[config.mk]
export PLATFORM = sky130hd
export DESIGN_NAME = telnet_option_refuser
export DESIGN_NICKNAME = d
export VERILOG_FILES = /design/src/hdl/tor_pkg.sv /design/src/hdl/telnet_option_refuser.sv /design/src/hdl/tor_parser.sv /design/src/hdl/tor_emitter.sv
export SDC_FILE = /design/constraint.sdc
export NUM_CORES = 1
export LEC_CHECK = 0
export BUFFER_PORTS_ARGS = -buffer_cell sky130_fd_sc_hd__buf_2
export CAP_MARGIN = 20
export CORE_UTILIZATION = 35
export DETAILED_ROUTE_END_ITERATION = 8
export SYNTH_ARGS = -nofsm -noshare
export SYNTH_HDL_FRONTEND = slang
export SYNTH_SLANG_ARGS = --single-unit
[constraint.sdc]
create_clock -name clk -period 5.44 [get_ports clk]
set_input_delay 1.36 -clock clk [delete_from_list [all_inputs] [get_ports clk]]
set_output_delay 1.36 -clock clk [all_outputs]
set_load 0.02 [all_outputs]
[src/hdl/tor_pkg.sv]
// Shared types and byte codes for the telnet option refuser.
// No dependencies; the top level, tor_parser and tor_emitter import this package.
package tor_pkg;

  localparam logic [7:0] CODE_IAC  = 8'd255;
  localparam logic [7:0] CODE_DONT = 8'd254;
  localparam logic [7:0] CODE_DO   = 8'd253;
  localparam logic [7:0] CODE_WONT = 8'd252;
  localparam logic [7:0] CODE_WILL = 8'd251;
  localparam logic [7:0] CODE_SB   = 8'd250;
  localparam logic [7:0] CODE_SE   = 8'd240;

  // Output channel codes
  localparam logic CHAN_APP   = 1'b0;
  localparam logic CHAN_REPLY = 1'b1;

  // Reply sequence positions
  localparam logic [1:0] SEQ_IAC  = 2'd0;
  localparam logic [1:0] SEQ_VERB = 2'd1;
  localparam logic [1:0] SEQ_OPT  = 2'd2;

  typedef enum logic [4:0] {
    PH_DATA    = 5'b00001,
    PH_CMD     = 5'b00010,
    PH_OPT     = 5'b00100,
    PH_SUB     = 5'b01000,
    PH_SUB_IAC = 5'b10000
  } phase_t;

  // What the parser hands to the emitter for one input byte
  typedef struct packed {
    logic       valid;     // byte produces at least one result
    logic       reply;     // three-byte refusal instead of one data byte
    logic       asked_do;  // refusal verb: WONT if set, DONT otherwise
    logic [7:0] data;      // data byte or option byte
  } run_t;

endpackage

[src/hdl/telnet_option_refuser.sv]
// The first result is on the output in the cycle after its input transfer; a
// plain byte gives one output transfer, an option refusal three (one per cycle
// while out_stall is low). Throughput: one input byte per cycle while the single
// result register feeding the output port is free or frees on its last take.
// Reset (rst, synchronous): parse returns to the data phase, results drop.
module telnet_option_refuser (
  input  logic       clk,
  input  logic       rst,
  input  logic       in_valid,
  output logic       in_stall,
  input  logic [7:0] data_byte,
  input  logic       chunk_end,
  output logic       out_valid,
  input  logic       out_stall,
  output logic       channel,
  output logic [7:0] out_byte,
  output logic       last_of_run
);
  import tor_pkg::*;

  run_t run;
  logic free;
  logic accept;

  // chunk_end marks software chunk boundaries only; parsing ignores it.

  // Hold the input while the result register still has transfers pending
  // beyond the current cycle; a last result being taken frees it at once.
  assign in_stall = !free;
  assign accept   = in_valid && free;

  // Advance the parse phase and decide what this byte emits
  tor_parser u_parser (
    .clk       (clk),
    .rst       (rst),
    .accept    (accept),
    .data_byte (data_byte),
    .run       (run)
  );

  // Play the run out on the output channel
  tor_emitter u_emitter (
    .clk         (clk),
    .rst         (rst),
    .load        (accept),
    .run         (run),
    .out_stall   (out_stall),
    .out_valid   (out_valid),
    .channel     (channel),
    .out_byte    (out_byte),
    .last_of_run (last_of_run),
    .free        (free)
  );

endmodule

[src/hdl/tor_parser.sv]
// Telnet receive parse state: phase and pending DO/DONT flag.
// Depends on tor_pkg; feeds a run_t to tor_emitter.
module tor_parser (
  input  logic          clk,
  input  logic          rst,
  input  logic          accept,
  input  logic [7:0]    data_byte,
  output tor_pkg::run_t run
);
  import tor_pkg::*;

  phase_t phase;
  phase_t phase_next;
  logic   peer_asked_do;
  logic   peer_asked_do_next;

  always_comb begin
    phase_next         = phase;
    peer_asked_do_next = peer_asked_do;
    run                = '0;
    run.data           = data_byte;
    run.asked_do       = peer_asked_do;
    unique case (phase)
      PH_CMD: begin
        priority if (data_byte == CODE_IAC) begin
          run.valid  = 1'b1;
          phase_next = PH_DATA;
        end else if (data_byte == CODE_WILL || data_byte == CODE_WONT ||
                     data_byte == CODE_DO   || data_byte == CODE_DONT) begin
          peer_asked_do_next = (data_byte == CODE_DO || data_byte == CODE_DONT);
          phase_next         = PH_OPT;
        end else if (data_byte == CODE_SB) begin
          phase_next = PH_SUB;
        end else begin
          phase_next = PH_DATA;
        end
      end
      PH_OPT: begin
        run.valid  = 1'b1;
        run.reply  = 1'b1;
        phase_next = PH_DATA;
      end
      PH_SUB: begin
        if (data_byte == CODE_IAC) begin
          phase_next = PH_SUB_IAC;
        end
      end
      PH_SUB_IAC: begin
        phase_next = (data_byte == CODE_SE) ? PH_DATA : PH_SUB;
      end
      default: begin
        if (data_byte == CODE_IAC) begin
          phase_next = PH_CMD;
        end else begin
          run.valid  = 1'b1;
          phase_next = PH_DATA;
        end
      end
    endcase
  end

  always_ff @(posedge clk) begin
    if (rst) begin
      phase         <= PH_DATA;
      peer_asked_do <= 1'b0;
    end else if (accept) begin
      phase         <= phase_next;
      peer_asked_do <= peer_asked_do_next;
    end
  end

endmodule

[src/hdl/tor_emitter.sv]
// Result register that plays out one parsed run as one or three transfers.
// Depends on tor_pkg.
module tor_emitter (
  input  logic          clk,
  input  logic          rst,
  input  logic          load,
  input  tor_pkg::run_t run,
  input  logic          out_stall,
  output logic          out_valid,
  output logic          channel,
  output logic [7:0]    out_byte,
  output logic          last_of_run,
  output logic          free
);
  import tor_pkg::*;

  logic       busy;
  logic       reply;
  logic       asked_do;
  logic [7:0] data;
  logic [1:0] seq;
  logic       take;

  assign take        = busy && !out_stall;
  assign out_valid   = busy;
  assign channel     = reply ? CHAN_REPLY : CHAN_APP;
  assign last_of_run = !reply || (seq == SEQ_OPT);
  assign free        = !busy || (take && last_of_run);

  always_comb begin
    out_byte = data;
    if (reply) begin
      unique case (seq)
        SEQ_IAC:  out_byte = CODE_IAC;
        SEQ_VERB: out_byte = asked_do ? CODE_WONT : CODE_DONT;
        default:  out_byte = data;
      endcase
    end
  end

  always_ff @(posedge clk) begin
    if (rst) begin
      busy <= 1'b0;
      seq  <= SEQ_IAC;
    end else if (load && run.valid) begin
      busy <= 1'b1;
      seq  <= SEQ_IAC;
    end else if (take && last_of_run) begin
      busy <= 1'b0;
    end else if (take) begin
      seq <= seq + 2'd1;
    end
  end

  always_ff @(posedge clk) begin
    if (load && run.valid) begin
      reply    <= run.reply;
      asked_do <= run.asked_do;
      data     <= run.data;
    end
  end

endmodule

# Word-level counts from Yosys, hierarchy flattened
# Index checks and enable logic that the tools add are counted.
dict set report op_classes {
  addsub 1
  eq_ne 14
  mux 17
  bitwise 2
  reduce_logical 21
}
# operator n
set op_table {}
lappend op_table {{8-bit == test, second input constant} 7}
lappend op_table {{5-bit case mux with 4 select lines} 1}
lappend op_table {{8-bit case mux with 2 select lines} 1}
lappend op_table {{4-bit 2-to-1 mux} 3}
lappend op_table {{5-bit 2-to-1 mux} 2}
lappend op_table {{8-bit 2-to-1 mux} 1}
lappend op_table {{1-bit logical OR} 6}
lappend op_table {{1-bit 2-to-1 mux} 6}
lappend op_table {{5-bit by 2-bit == test with 1-bit output, second input constant} 1}
lappend op_table {{5-bit by 3-bit == test with 1-bit output, second input constant} 1}
lappend op_table {{5-bit by 4-bit == test with 1-bit output, second input constant} 1}
lappend op_table {{5-bit == test, second input constant} 1}
lappend op_table {{1-bit logical AND} 4}
lappend op_table {{1-bit logical NOT} 4}
lappend op_table {{2-bit 2-to-1 mux} 2}
lappend op_table {{2-bit AND reduction} 2}
lappend op_table {{4-bit AND reduction} 1}
lappend op_table {{2-bit OR reduction} 2}
lappend op_table {{1-bit case mux with 3 select lines} 1}
lappend op_table {{2-bit by 1-bit adder with 2-bit output, second input constant} 1}
lappend op_table {{2-bit by 1-bit == test with 1-bit output, second input constant} 1}
lappend op_table {{2-bit == test, second input constant} 1}
lappend op_table {{2-bit logical NOT} 1}
lappend op_table {{2-bit by 1-bit inequality test with 1-bit output, second input constant} 1}
lappend op_table {{2 further kinds} 3}
dict set report word_totals {
  reg_bits 19
  input_bits 13
  out_inout_bits 12
  elab_cells 62
}

# Logic depth before layout (Yosys ltp)
dict set report logic_depth {
  word_depth 7
  depth_mapped 8
  ltp_nobuf 8
}

# Hierarchy
# From an unflattened synthesis, not the netlist that was laid out.
dict set report hier_totals {
  cells_unflattened 116
  hier_area_um2 1117.3
}
# mod instances cells_per_inst area_each_um2 seq_area_each_um2
set modules_own_cells {}
lappend modules_own_cells {tor_emitter 1 42 555.5 360.3}
lappend modules_own_cells {tor_parser 1 72 551.8 120.1}
lappend modules_own_cells {telnet_option_refuser 1 2 10.0 0.0}

# Worst setup path before layout
# Ideal clock, no wire load.
dict set report synth_path {
  path_type {in2reg}
  from {in data_byte[1]}
  to {reg u_emitter.asked_do (enable)}
  setup_time_ns 0.395
  t_arrival_ns 2.738
  required_time_ns 5.045
  slack_ns 2.307
  stages 5
  n_path_buf 1
  path_cell_list {buf_4 > nand2_2 > nor3_4 > a21oi_1 > nor3_1}
}
dict set report synth_between {
  elab_chain_len 4
  word_cells_on_any_way 5
  cone_classes {1 x eq/ne; 3 x mux; 1 x reduce/logical}
}
# element line
set synth_lines {}
lappend synth_lines {{start: declaration} telnet_option_refuser.sv:11} ;# input logic [7:0] data_byte,
lappend synth_lines {{8-bit == test (*)} {tor_parser.sv:25, tor_parser.sv:52}}
lappend synth_lines {{1-bit 2-to-1 mux (on tied branches)} {tor_parser.sv:52, tor_parser.sv:25}}
lappend synth_lines {{1-bit case mux with 3 select lines (*)} tor_parser.sv:23} ;# unique case (phase)
lappend synth_lines {{1-bit logical AND (*)} tor_emitter.sv:56} ;# if (load && run.valid) begin
lappend synth_lines {{end signal: assignment} tor_emitter.sv:58} ;# asked_do <= run.asked_do;
lappend synth_lines {{end: declaration} tor_emitter.sv:19} ;# logic asked_do;
# Mark *: on every way between the ends. The rest lies on a longest branch, timed or not.
# A chain may end at the register's enable or synchronous reset.

# Final worst setup path
dict set report layout_path {
  from {reg u_emitter.seq[0]}
  to {out out_byte[1]}
}
dict set report layout_between {
  elab_chain_len 3
  word_cells_on_any_way 4
  cone_classes {1 x eq/ne; 2 x mux; 1 x reduce/logical}
}
# element line
set layout_lines {}
lappend layout_lines {{start: declaration} tor_emitter.sv:21} ;# logic [1:0] seq;
lappend layout_lines {{start signal: assignment} tor_emitter.sv:51} ;# seq <= seq + 2'd1;
lappend layout_lines {{2-bit by 1-bit == test with 1-bit output or 2-bit logical NOT (tied branches)} tor_emitter.sv:33} ;# unique case (seq)
lappend layout_lines {{8-bit case mux with 2 select lines (*)} tor_emitter.sv:33}
lappend layout_lines {{8-bit 2-to-1 mux (*)} tor_emitter.sv:32} ;# if (reply) begin
lappend layout_lines {{end: declaration} telnet_option_refuser.sv:16} ;# output logic [7:0] out_byte,
# Marked as above.

==> impl_metrics.ini <==
[status]
status = finished clean

[global_routing]
first_global_vias = 747
globalRoute.totalOverflow = 0
antenna_violations_before_repair = 0
grt_max_degree = 13
grt.total_usage = 0.132
grt_pass1_wl_mm = 3.35

[yosys]
count_of_state_elements_after_synthesis = 19
synth.cell_area_um2 = 1040
ys_dominant_reg_cell = sky130_fd_sc_hd__edfxtp_1
proportion_of_netlist_area_held_by_the_largest_area_contributor = 0.288
count_of_flip_flops_with_a_built_in_enable_after_synthesis = 10
synth_sequential_area_ratio = 0.461
synth_warnings = 0
synth_cell_type_count = 39
netlist.top_cell.by_area = sky130_fd_sc_hd__edfxtp_1
postSynthAreaPerCell_um2 = 10.0
synth_cells = 104
synth_nets = 120
synthTopCellsByArea = sky130_fd_sc_hd__edfxtp_1, sky130_fd_sc_hd__dfxtp_1, sky130_fd_sc_hd__nand2b_1
synthArstFlopShare = 0

[place]
dpl.hpwl_mm = 1.49
gp_congestion = 0.784
placed_cell_area_um2 = 1190
numPortBuffers = 23

[pwr]
switchingPower_uw = 72.8
p_leak_nw = 0.482
p_sw_frac = 0.264
power.ir.vdd_worst_uv = 120
p_comb_frac = 0.160
clock_power_share = 0.255
p_seq_frac = 0.586
power_report.internal_total_uw = 203
power_density_nw_per_um2 = 227

[min_path]
min_path_cells = 0
holdCritPathClass = flip-flop to flip-flop

[setup_path]
worst_ep_required_time_ns = 4.08
worstSetupEndpointType = output port
critical_path.startpoint_type = flip-flop
worst-r2r-cell-count = 7
category_of_the_most_critical_setup_path = flip-flop to output port
critical_path_arrival_ns = 1.97
worst-path-max-fanout = 8

[cts]
cts_made_buffers = 3
post_cts.resized_instances = 0
worst_setup_hold_path_clk_slew_ns = 0.10
cts_hold_repair_buffers = 0
numClockSinks = 19
cts_htree_levels = 1
tritoncts = built
cts-root-to-sink-buffers = 2
worstSkewPairLatency_ns = 0.29
postCtsSetupBuffers = 0
clk_root_buffer_cell = sky130_fd_sc_hd__clkbuf_4

[timing]
grt_setup_unrepaired = no
timing_hold_violations_final = 0
clock_skew_ns = 0.00121
timing.setup.tns_ns = 0
worst_pin_slew_ns = 0.768
max_slew_margin = 0.483
fin_crit_ns = 3.33
maxClockFrequency_ghz = 0.300
setup-violations-final = 0
post-route-period-util = 0.613
final-max-slew-violation-count = 0

[route]
initial_drt_pass_iterations = 4
drt_iter0_drc = 12
detail-route-antenna-nets = 0
route.vias.total = 828
wl_mm = 1.95
wl_per_cell_um = 12.2
remaining_drc_errors = 0
drt-vias-per-instance = 5.18

[floorplan]
rows = 19
initial_core_util = 0.375
fp.dieH_um = 56.6
num_io_pins = 25
floorplan.core_area_um2 = 2780
die_w_um = 56.6
fp.dieArea_um2 = 3200

[cells_and_area]
fin_area_um2 = 1210
antenna_cells = 0
synthToLayoutAreaGrowth_pct = 16.4
fraction_of_final_layout_cells_sized_beyond_drive_strength_1 = 0.279
leading_cell_type_in_the_layout_fill_and_taps_excluded = sky130_fd_sc_hd__buf_2
fillCellCount = 301
layout.cells.most_common_list = sky130_fd_sc_hd__buf_2, sky130_fd_sc_hd__edfxtp_1, sky130_fd_sc_hd__dfxtp_1
final_net_count = 146

[flow_run]
max-cap-violations = 0
==> critical path, stage by stage, from the launching register on <==
cell and delay, ns:
sky130_fd_sc_hd__dfxtp_1 0.40, sky130_fd_sc_hd__inv_1 0.08, sky130_fd_sc_hd__ha_1 0.21, sky130_fd_sc_hd__o21ai_0 0.63, sky130_fd_sc_hd__o21ai_0 0.17, sky130_fd_sc_hd__buf_2 0.19
==> metrics by stage <==
| stage | utilization | cells | worst slack [ns] | hold WS [ns] | power, mW |
|---|---|---|---|---|---|
| CTS | 0.436 | 160 | 2.01 | 0.447 | 0.282 |
| finish | 0.436 | 160 | 2.11 | 0.440 | 0.276 |
| floorplan | - | 104 | 2.31 | 0.409 | 0.192 |
| detailed placement | 0.427 | 156 | 2.17 | 0.418 | 0.209 |
| global placement | 0.427 | 156 | 2.18 | 0.415 | 0.208 |
| global route | 0.436 | 160 | 1.81 | 0.469 | 0.292 |
==> cells in the mapped netlist (2+ instances only) <==
cell / n
sky130_fd_sc_hd__edfxtp_1: 10
sky130_fd_sc_hd__dfxtp_1: 9
sky130_fd_sc_hd__a21oi_1: 7
sky130_fd_sc_hd__inv_1: 7
sky130_fd_sc_hd__nand2b_1: 7
sky130_fd_sc_hd__o21ai_0: 7
sky130_fd_sc_hd__nand2_1: 6
sky130_fd_sc_hd__nor2_1: 5
sky130_fd_sc_hd__nor3_1: 4
sky130_fd_sc_hd__ha_1: 3
sky130_fd_sc_hd__nand3_1: 3
sky130_fd_sc_hd__nor2b_1: 3
sky130_fd_sc_hd__xor2_1: 3
sky130_fd_sc_hd__and3_1: 2
sky130_fd_sc_hd__o211ai_1: 2
sky130_fd_sc_hd__o31ai_1: 2
sky130_fd_sc_hd__xnor2_1: 2
==> cells by family after synthesis <==
group / Yosys count / synth area share
and+or+nand+nor: 42 / 0.255
AOI/OAI and AO/OA: 24 / 0.156
DFF: 19 / 0.461
buffers and inverters: 10 / 0.0408
xor gates and xnor gates: 5 / 0.0420
adders and majority gates: 3 / 0.0360
muxes: 1 / 0.00960
==> path summary, 6_finish.rpt <==
kind | from | endpoint | slack [ns]
max | u_emitter.seq[0]$_SDFFE_PP0P_ | out_byte[1] | 2.11
max reg2reg | u_emitter.seq[0]$_SDFFE_PP0P_ | u_parser.peer_asked_do$_SDFFE_PP0P_ | 3.64
min reg2reg | u_parser.peer_asked_do$_SDFFE_PP0P_ | u_emitter.asked_do$_DFFE_PP_ | 0.44
min | u_parser.peer_asked_do$_SDFFE_PP0P_ | u_emitter.asked_do$_DFFE_PP_ | 0.44
==> power groups by stage <==
| stage | logic [mW] | registers, mW | clock network, mW |
|---|---|---|---|
| floorplan | 0.0268 | 0.165 | 0 |
| global placement | 0.0433 | 0.164 | 0 |
| detailed placement | 0.0445 | 0.165 | 0 |
| CTS | 0.0447 | 0.161 | 0.0760 |
| global route | 0.0482 | 0.162 | 0.0819 |
| finish | 0.0440 | 0.161 | 0.0702 |
==> layout make-up <==
class / instances / area (um2) / share of cell area
well taps: 31 / 38.8 / 0.0320
flip-flops and latches: 19 / 480 / 0.396
clock buffers: 4 / 26.3 / 0.0216
inverters: 7 / 26.3 / 0.0216
multi-input cells: 75 / 519 / 0.428
repair buffers: 24 / 123 / 0.101
==> layer usage <==
metal,GRT usage,share of wire
met1,0.172,0.45
met2,0.212,0.51
met3,0.0276,0.032
met4,0.0557,0.0098
met5,0,0
==> flip-flops by register name, summed over array words and instances (netlist names) <==
register                count
u_emitter.data              8
u_parser.phase              5
u_emitter.seq               2
u_emitter.asked_do          1
u_emitter.out_valid         1
u_emitter.reply             1
u_parser.peer_asked_do      1
(Power assumes the default switching activity.)
